File: src/design/fr_pkg.sv
// fr_pkg: shared types for the fraction reducer.
// Holds the datapath operation codes and the datapath status word.
// No dependencies.
`default_nettype none

package fr_pkg;

  // Operation the sequencer asks of the datapath this cycle
  typedef enum logic [2:0] {
    OP_IDLE,
    OP_LOAD,
    OP_GCD_STEP,
    OP_DIV_STEP,
    OP_DIV2_INIT
  } op_t;

  // Flags the datapath reports back to the sequencer
  typedef struct packed {
    logic a_zero;   // binary GCD finished: a has reached zero
  } status_t;

endpackage

`default_nettype wire

File: src/design/fr_datapath.sv
// fr_datapath: operand registers and the one shared subtractor of the
// fraction reducer. Runs binary GCD steps and restoring division steps.
// Depends on fr_pkg.
`default_nettype none

module fr_datapath #(
  parameter int W = 32
) (
  input  logic             clk,
  input  logic [W-1:0]     num,
  input  logic [W-1:0]     den,
  input  fr_pkg::op_t      op,
  output fr_pkg::status_t  status,
  output logic [W-1:0]     num_red,
  output logic [W-1:0]     den_red,
  output logic             neg
);
  import fr_pkg::*;

  localparam int KW = (W > 1) ? $clog2(W) : 1;

  logic [W-1:0]  dmag;
  logic [W-1:0]  a;
  logic [W-1:0]  b;
  logic [KW-1:0] k;
  logic [W-1:0]  dvs;
  logic [W-1:0]  q;
  logic [W-1:0]  r;
  logic [W-1:0]  nr;

  logic [W-1:0]  num_mag;
  logic [W-1:0]  den_mag;
  logic [W:0]    sub_x;
  logic [W:0]    sub_y;
  logic [W:0]    diff;
  logic [W:0]    diff_neg;
  logic          borrow;

  // Input magnitudes; the most negative value maps to 2^(W-1) exactly
  assign num_mag = num[W-1] ? (~num + W'(1)) : num;
  assign den_mag = den[W-1] ? (~den + W'(1)) : den;

  // Shared subtractor: a - b for GCD, partial remainder - divisor for division
  always_comb begin
    case (op)
      OP_GCD_STEP: begin
        sub_x = {1'b0, a};
        sub_y = {1'b0, b};
      end
      default: begin
        sub_x = {r, q[W-1]};
        sub_y = {1'b0, dvs};
      end
    endcase
  end

  assign diff     = sub_x - sub_y;
  assign diff_neg = ~diff + (W+1)'(1);
  assign borrow   = diff[W];

  assign status.a_zero = (a == '0);

  // Operand registers
  always_ff @(posedge clk) begin
    case (op)
      OP_LOAD: begin
        a    <= num_mag;
        b    <= den_mag;
        dmag <= den_mag;
        q    <= num_mag;
        k    <= '0;
        neg  <= num[W-1] ^ den[W-1];
      end
      OP_GCD_STEP: begin
        if (a == '0) begin
          // gcd found: restore common factors of two, start numerator divide
          dvs <= b << k;
          r   <= '0;
        end else if (!a[0] && !b[0]) begin
          a <= a >> 1;
          b <= b >> 1;
          k <= k + KW'(1);
        end else if (!a[0]) begin
          a <= a >> 1;
        end else if (!b[0]) begin
          b <= b >> 1;
        end else if (!borrow) begin
          a <= diff[W:1];
        end else begin
          b <= diff_neg[W:1];
        end
      end
      OP_DIV_STEP: begin
        // restoring division: one quotient bit per cycle
        if (!borrow) begin
          r <= diff[W-1:0];
          q <= {q[W-2:0], 1'b1};
        end else begin
          r <= sub_x[W-1:0];
          q <= {q[W-2:0], 1'b0};
        end
      end
      OP_DIV2_INIT: begin
        nr <= q;
        q  <= dmag;
        r  <= '0;
      end
      default: begin
      end
    endcase
  end

  assign num_red = nr;
  assign den_red = q;

endmodule

`default_nettype wire

File: src/design/fraction_reducer_core.sv
// fraction_reducer_core: top level. Sequencer and result registers around
// fr_datapath, which holds the operands and the shared subtractor.
// Depends on fr_pkg and fr_datapath.
//
//   channel  | ports                                        | handshake
//   ---------+----------------------------------------------+---------------------
//   input    | numerator_in, denominator_in                 | start & !busy
//   result   | numerator_out, denominator_out, status       | done, one-cycle pulse
//
// One word passes from the accepting edge to the result edge through the binary
// GCD steps and two restoring divisions, which share the one subtractor in
// fr_datapath, with a swap state between the divisions and a finish state at the
// end. A zero denominator is answered the cycle after acceptance. For a nonzero
// denominator, busy is high from acceptance until the result strobe.
// rst is synchronous and clears the sequencer, busy and done.
// The receiver cannot stall: done is high for one cycle per word.
`default_nettype none

module fraction_reducer_core #(
  parameter int DATA_WIDTH = 32
) (
  input  logic                         clk,
  input  logic                         rst,
  input  logic                         start,
  output logic                         busy,
  input  logic signed [DATA_WIDTH-1:0] numerator_in,
  input  logic signed [DATA_WIDTH-1:0] denominator_in,
  output logic                         done,
  output logic signed [DATA_WIDTH-1:0] numerator_out,
  output logic        [DATA_WIDTH-2:0] denominator_out,
  output logic                         status
);
  import fr_pkg::*;

  localparam int W  = DATA_WIDTH;
  localparam int CW = $clog2(W);

  typedef enum logic [2:0] {
    S_IDLE,
    S_GCD,
    S_DIVN,
    S_SWAP,
    S_DIVD,
    S_FINISH
  } state_t;

  state_t          state;
  logic [CW-1:0]   cnt;
  op_t             op;
  status_t         dp_status;
  logic [W-1:0]    num_red;
  logic [W-1:0]    den_red;
  logic            neg;
  logic            accept;

  assign accept = start && !busy;

  // Operation issued to the datapath
  always_comb begin
    case (state)
      S_IDLE:   op = (accept && denominator_in != '0) ? OP_LOAD : OP_IDLE;
      S_GCD:    op = OP_GCD_STEP;
      S_DIVN:   op = OP_DIV_STEP;
      S_SWAP:   op = OP_DIV2_INIT;
      S_DIVD:   op = OP_DIV_STEP;
      default:  op = OP_IDLE;
    endcase
  end

  fr_datapath #(
    .W (W)
  ) u_dp (
    .clk     (clk),
    .num     (numerator_in),
    .den     (denominator_in),
    .op      (op),
    .status  (dp_status),
    .num_red (num_red),
    .den_red (den_red),
    .neg     (neg)
  );

  // Sequencer and registered outputs
  always_ff @(posedge clk) begin
    if (rst) begin
      state <= S_IDLE;
      busy  <= 1'b0;
      done  <= 1'b0;
      cnt   <= '0;
    end else begin
      done <= 1'b0;
      case (state)
        S_IDLE: begin
          if (accept) begin
            if (denominator_in == '0) begin
              done            <= 1'b1;
              status          <= 1'b1;
              numerator_out   <= '0;
              denominator_out <= '0;
            end else begin
              busy  <= 1'b1;
              state <= S_GCD;
            end
          end
        end
        S_GCD: begin
          if (dp_status.a_zero) begin
            cnt   <= '0;
            state <= S_DIVN;
          end
        end
        S_DIVN: begin
          cnt <= cnt + CW'(1);
          if (cnt == CW'(W - 1)) begin
            state <= S_SWAP;
          end
        end
        S_SWAP: begin
          cnt   <= '0;
          state <= S_DIVD;
        end
        S_DIVD: begin
          cnt <= cnt + CW'(1);
          if (cnt == CW'(W - 1)) begin
            state <= S_FINISH;
          end
        end
        S_FINISH: begin
          done            <= 1'b1;
          busy            <= 1'b0;
          status          <= 1'b0;
          numerator_out   <= neg ? (~num_red + W'(1)) : num_red;
          denominator_out <= den_red[W-2:0];
          state           <= S_IDLE;
        end
        default: begin
          state <= S_IDLE;
          busy  <= 1'b0;
        end
      endcase
    end
  end

endmodule

`default_nettype wire
File: config.mk
export PLATFORM = sky130hd
export DESIGN_NAME = fraction_reducer_core
export DESIGN_NICKNAME = d
export VERILOG_FILES = /design/src/design/fr_pkg.sv /design/src/design/fr_datapath.sv /design/src/design/fraction_reducer_core.sv
export SDC_FILE = /design/constraint.sdc
export NUM_CORES = 1
export LEC_CHECK = 0
export BUFFER_PORTS_ARGS = -buffer_cell sky130_fd_sc_hd__buf_4
export CAP_MARGIN = 20
export CELL_PAD_IN_SITES_DETAIL_PLACEMENT = 1
export CELL_PAD_IN_SITES_GLOBAL_PLACEMENT = 1
export CORE_ASPECT_RATIO = 0.6
export CORE_MARGIN = 2
export CORE_UTILIZATION = 37
export CTS_BUF_LIST = sky130_fd_sc_hd__clkbuf_8
export DETAILED_ROUTE_END_ITERATION = 16
export GPL_ROUTABILITY_DRIVEN = 0
export PLACE_DENSITY = 0.72
export SETUP_SLACK_MARGIN = 0.1
export SLEW_MARGIN = 15
export SYNTH_ARGS = -nofsm -noshare
export SYNTH_HDL_FRONTEND = slang
export SYNTH_SLANG_ARGS = --single-unit
File: constraint.sdc
create_clock -name clk -period 8.83 [get_ports clk]
set_input_delay 0.4415 -clock clk [delete_from_list [all_inputs] [get_ports clk]]
set_output_delay 0.4415 -clock clk [all_outputs]
set_load 0.01 [all_outputs]
==> results.md <==
GRT:
- The routing layer with the top usage in global route is met1.
- Entering global routing, the biggest net connects 125 pins.
- The aggregate global-route resource usage is 26.1%.
- The met2 layer usage reported by global route is 35.6%.
- The number of global-route vias before repair is 15.9k.
- The wire length of the first global-routing pass is 104,000 um.
- The global-route met3 utilization is 6.38%.
- Global routing finished with a remaining overflow of 0.
- The global-route track usage on met1 is 41.4%.
- The number of antenna violations at the first check in global routing is 3.

Placed design:
- The number of buffers added on ports is 132.
- The worst setup timing slack at the placement stage is 2.20 ns.
- Detailed placement ended at an HPWL of 53,900 um.

CTS:
- The tree built by TritonCTS fans out to 304 sinks.
- The count of hold buffers inserted by post-cts repair is 0.
- TritonCTS built the clock tree.
- Counting the buffers created by CTS gives 47.
- The maximum level of the CTS H-tree is 2.
- The buffer depth of the longest clock path is 3.
- The root buffer cell chosen for the clock tree is sky130_fd_sc_hd__clkbuf_8.
- The source-to-sink clock delay at the later pin of the worst-skew pair is 0.63 ns.
- Clock-pin slew was measured on the worst setup and hold paths at 0.07 ns.
- In this run, post-CTS repair resized a total of 0 instances.
- In this run the post-CTS setup repair buffer count came out at 0.

Timing:
- The smallest clock period supported by the final layout is computed as 6.39 ns.
- The max-slew violation count is 0.
- The worst hold margin is 0.0692 ns.
- The share of the clock period used by the worst path is 72.3%.
- After routing, the total negative slack on setup checks comes to 0 ns.
- Setup repair after global routing left no endpoint under its margin.
- At the pin with the least slew margin, the transition time is 1.07 ns.
- The number of hold-slack violations in the final timing report was 0.
- The worst-case setup margin in the final layout is 2.44 ns.
- The largest clock skew in the final design is 0.0480 ns.
- Headroom to the max-slew limit came out at 28.3%.
- Setup violations remaining at the end of the flow were counted as 0.
- Static timing analysis puts the maximum clock frequency at 157 MHz.

Worst setup path:
- The endpoint of the lowest-slack register-to-register path is u_dp.b[30].
- Data on the critical path is required at its endpoint by 9.29 ns.
- Data on the critical path arrives at its endpoint at 6.85 ns.
- Across all register-to-register paths, the minimum setup slack is 2.44 ns.
- STA classifies the critical path endpoint as a flip-flop.
- The depth of the worst register-to-register path is 16.
- The type of the worst setup path is reg -> reg.
- The startpoint type of the worst setup path is a flip-flop.
- The origin of the critical flop-to-flop path is state[0].
- Of all nets on the critical path, the largest fanout is 49.

Finish:
- The most frequent standard cell in the layout excluding fill and tap cells is sky130_fd_sc_hd__edfxtp_1.
- The area of the multi-input gates is 9450 um^2.
- In the layout the commonest cells are sky130_fd_sc_hd__edfxtp_1 (294), sky130_fd_sc_hd__nand2_1 (249), sky130_fd_sc_hd__buf_4 (156).
- The fraction of final layout cells with drive strength greater than 1 is 14.1%.
- Across the whole layout, storage elements account for 9030 um^2.
- The layout has 5,749 filler cells.
- For this run, the post-layout net count is 2,084.
- The post-layout utilization of the core is 42.6%.
- The layout-stage area growth over the synthesis result is 13.9%.

Power:
- Power comes to 4.30 mW.
- The areal power density over the cells is 199 nW/um^2.
- Summed over all cells, the static leakage comes to 7.95 nW.
- The maximum vdd ir drop is 124 uV.

Floorplan:
- The overall die area is 53,200 um^2.
- From bottom edge to top edge, the die measures 179 um.
- The area of the placeable core is 50,800 um^2.
- The die boundary width is 296 um.
- The effective utilization at floorplan is 37.4%.
- The top-level port count is 133.
- The floorplan has 64 rows.

Synthesis:
- The Yosys warning count is 0.
- The post-synthesis sequential area ratio is 47.6%.
- The number of nets in the synthesized netlist is 1,993.
- The main flop type after synthesis is sky130_fd_sc_hd__edfxtp_1.
- Synthesis produced 1,886 cells.
- The share of synthesized flip-flops with an asynchronous set or reset is 0%.
- The synthesized cell area is 19,000 um^2.
- The number of unique standard cell types used by synthesis is 72.
- The average size of a mapped cell is 10.1 um^2.
- The number of storage elements in the synthesis netlist is 304.
- The number of enable-type register cells in the synthesized netlist is 294.

Min path:
- The worst hold path cell count is 2.
- The worst hold endpoint is busy.
- The worst hold path begins at rst.
- The worst hold path belongs to the class in -> reg.

Status:
- The flow ran to the end, and the final reports show no timing, DRC or antenna violations.

Route:
- The per-cell routed wire length is 26.1 um.
- The remaining antenna violation count is 0.
- The routed via count divided by cell count is 6.11.
- In this run, the number of DRC markers left after iteration 0 of detailed routing was 1,870.
- The first TritonRoute pass finished after 5 iterations.
- In the routed design, unresolved DRC markers number 0.
- The total length of routed wires is 70,700 um.
- The via count is 16.5k.

Flow run:
- The tool flagged a number of max-cap violations equal to 0.
power breakdown:
part	total [mW]	internal, mW	leakage [nW]	switching [mW]
registers	1.80	1.70	2.93	0.101
logic	1.31	0.439	4.51	0.873
clock network	1.19	0.564	0.508	0.624
flip-flops by register name, summed over array words and instances (netlist names):
name and cells:
u_dp.num_red 32, cnt 5, u_dp.neg 1, numerator_out 32
u_dp.a 32, u_dp.k 5, status 1, u_dp.den_red 32
busy 1, done 1, u_dp.r 32, u_dp.b 32
denominator_out 31, u_dp.dvs 32, state 3, u_dp.dmag 32
metal layers:
| layer | share of wire [%] | vias up |
|---|---|---|
| met5 | 0.018 | - |
| met4 | 1.4 | 2 |
| met3 | 11 | 78 |
| met2 | 40 | 780 |
| met1 | 48 | 8410 |
| li1 | - | 7263 |
worst max-delay path, cell delays in order, from the launching register on:
cell                       delay, ns
sky130_fd_sc_hd__dfxtp_1        0.45
sky130_fd_sc_hd__inv_1          0.18
sky130_fd_sc_hd__or3_2          0.68
sky130_fd_sc_hd__buf_4          0.37
sky130_fd_sc_hd__nand2_1        0.14
sky130_fd_sc_hd__nand2_1        0.08
sky130_fd_sc_hd__ha_1           0.40
sky130_fd_sc_hd__a21o_1         0.26
sky130_fd_sc_hd__a211oi_2       0.38
sky130_fd_sc_hd__o21a_1         0.18
sky130_fd_sc_hd__a21oi_1        0.12
sky130_fd_sc_hd__or4_1          0.56
sky130_fd_sc_hd__a311o_1        0.33
sky130_fd_sc_hd__a21oi_4        0.62
sky130_fd_sc_hd__nand3_1        0.64
sky130_fd_sc_hd__or4_1          0.68
sky130_fd_sc_hd__nand3_1        0.09
cell usage after synthesis, drive strengths merged (12+ instances only):
library cell / number / share of area [%]
nand3: 33 / 0.87
a21oi: 123 / 3.3
nor3b: 20 / 0.79
or4: 17 / 0.71
or3: 28 / 0.92
buf: 28 / 0.64
a22oi: 38 / 1.5
a211oi: 16 / 0.66
xnor2: 55 / 2.5
ha: 39 / 2.6
xor2: 84 / 3.9
o31ai: 29 / 1.1
nand2: 249 / 4.9
nor2b: 19 / 0.63
nor4: 27 / 0.92
clkbuf: 91 / 1.8
a31oi: 21 / 0.69
a21o: 16 / 0.63
and3: 14 / 0.46
and2: 43 / 1.4
mux2: 18 / 1.1
nor2: 140 / 2.8
o41ai: 12 / 0.59
o21ai: 105 / 2.8
mux4: 13 / 1.5
a32oi: 15 / 0.69
nand4: 20 / 0.66
inv: 25 / 0.49
mux2i: 91 / 4.8
nor3: 28 / 0.74
edfxtp: 294 / 47
nand2b: 18 / 0.59
cell families after synthesis:
family	count (synthesis)	share of synthesized area, %
AO/OA/AOI/OAI	454	15.5
adder cells (fa/ha/maj)	40	2.68
AND/OR/NAND/NOR	681	17.4
multiplexers	122	7.41
buffers and inverters	146	2.97
XOR/XNOR	139	6.42
flip-flops	304	47.6
per-stage QoR:
| step | area [um^2] | std cells |
|---|---|---|
| 5_1_grt | 21600 | 2704 |
| 2_1_floorplan | 19000 | 1886 |
| 4_1_cts | 21500 | 2700 |
| 3_5_place_dp | 20600 | 2617 |
| 6_report | 21600 | 2705 |
| 3_3_place_gp | 20600 | 2617 |
worst max-delay path by stage:
stage,from,to,slack [ns],depth (start not counted)
2_1_floorplan,denominator_in[10],denominator_out[0],1.05,9
3_3_place_gp,state[0],u_dp.b[6],2.42,17
3_5_place_dp,state[0],u_dp.b[6],2.20,17
4_1_cts,state[0],u_dp.b[6],2.19,17
5_1_grt,state[0],u_dp.b[30],2.03,16
6_report,state[0],u_dp.b[30],2.44,16
layout make-up:
type                            instances  share of cell area [%]
Timing Repair Buffer                  161                    5.93
Sequential cell                       304                    41.8
Clock inverter                         32                   0.811
Inverter                               27                   0.469
Clock buffer                           51                    3.25
Tap cell                              693                    4.01
Antenna cell                            1                  0.0116
Multi-Input combinational cell       1436                    43.7
Power figures use the tool's default switching activity.
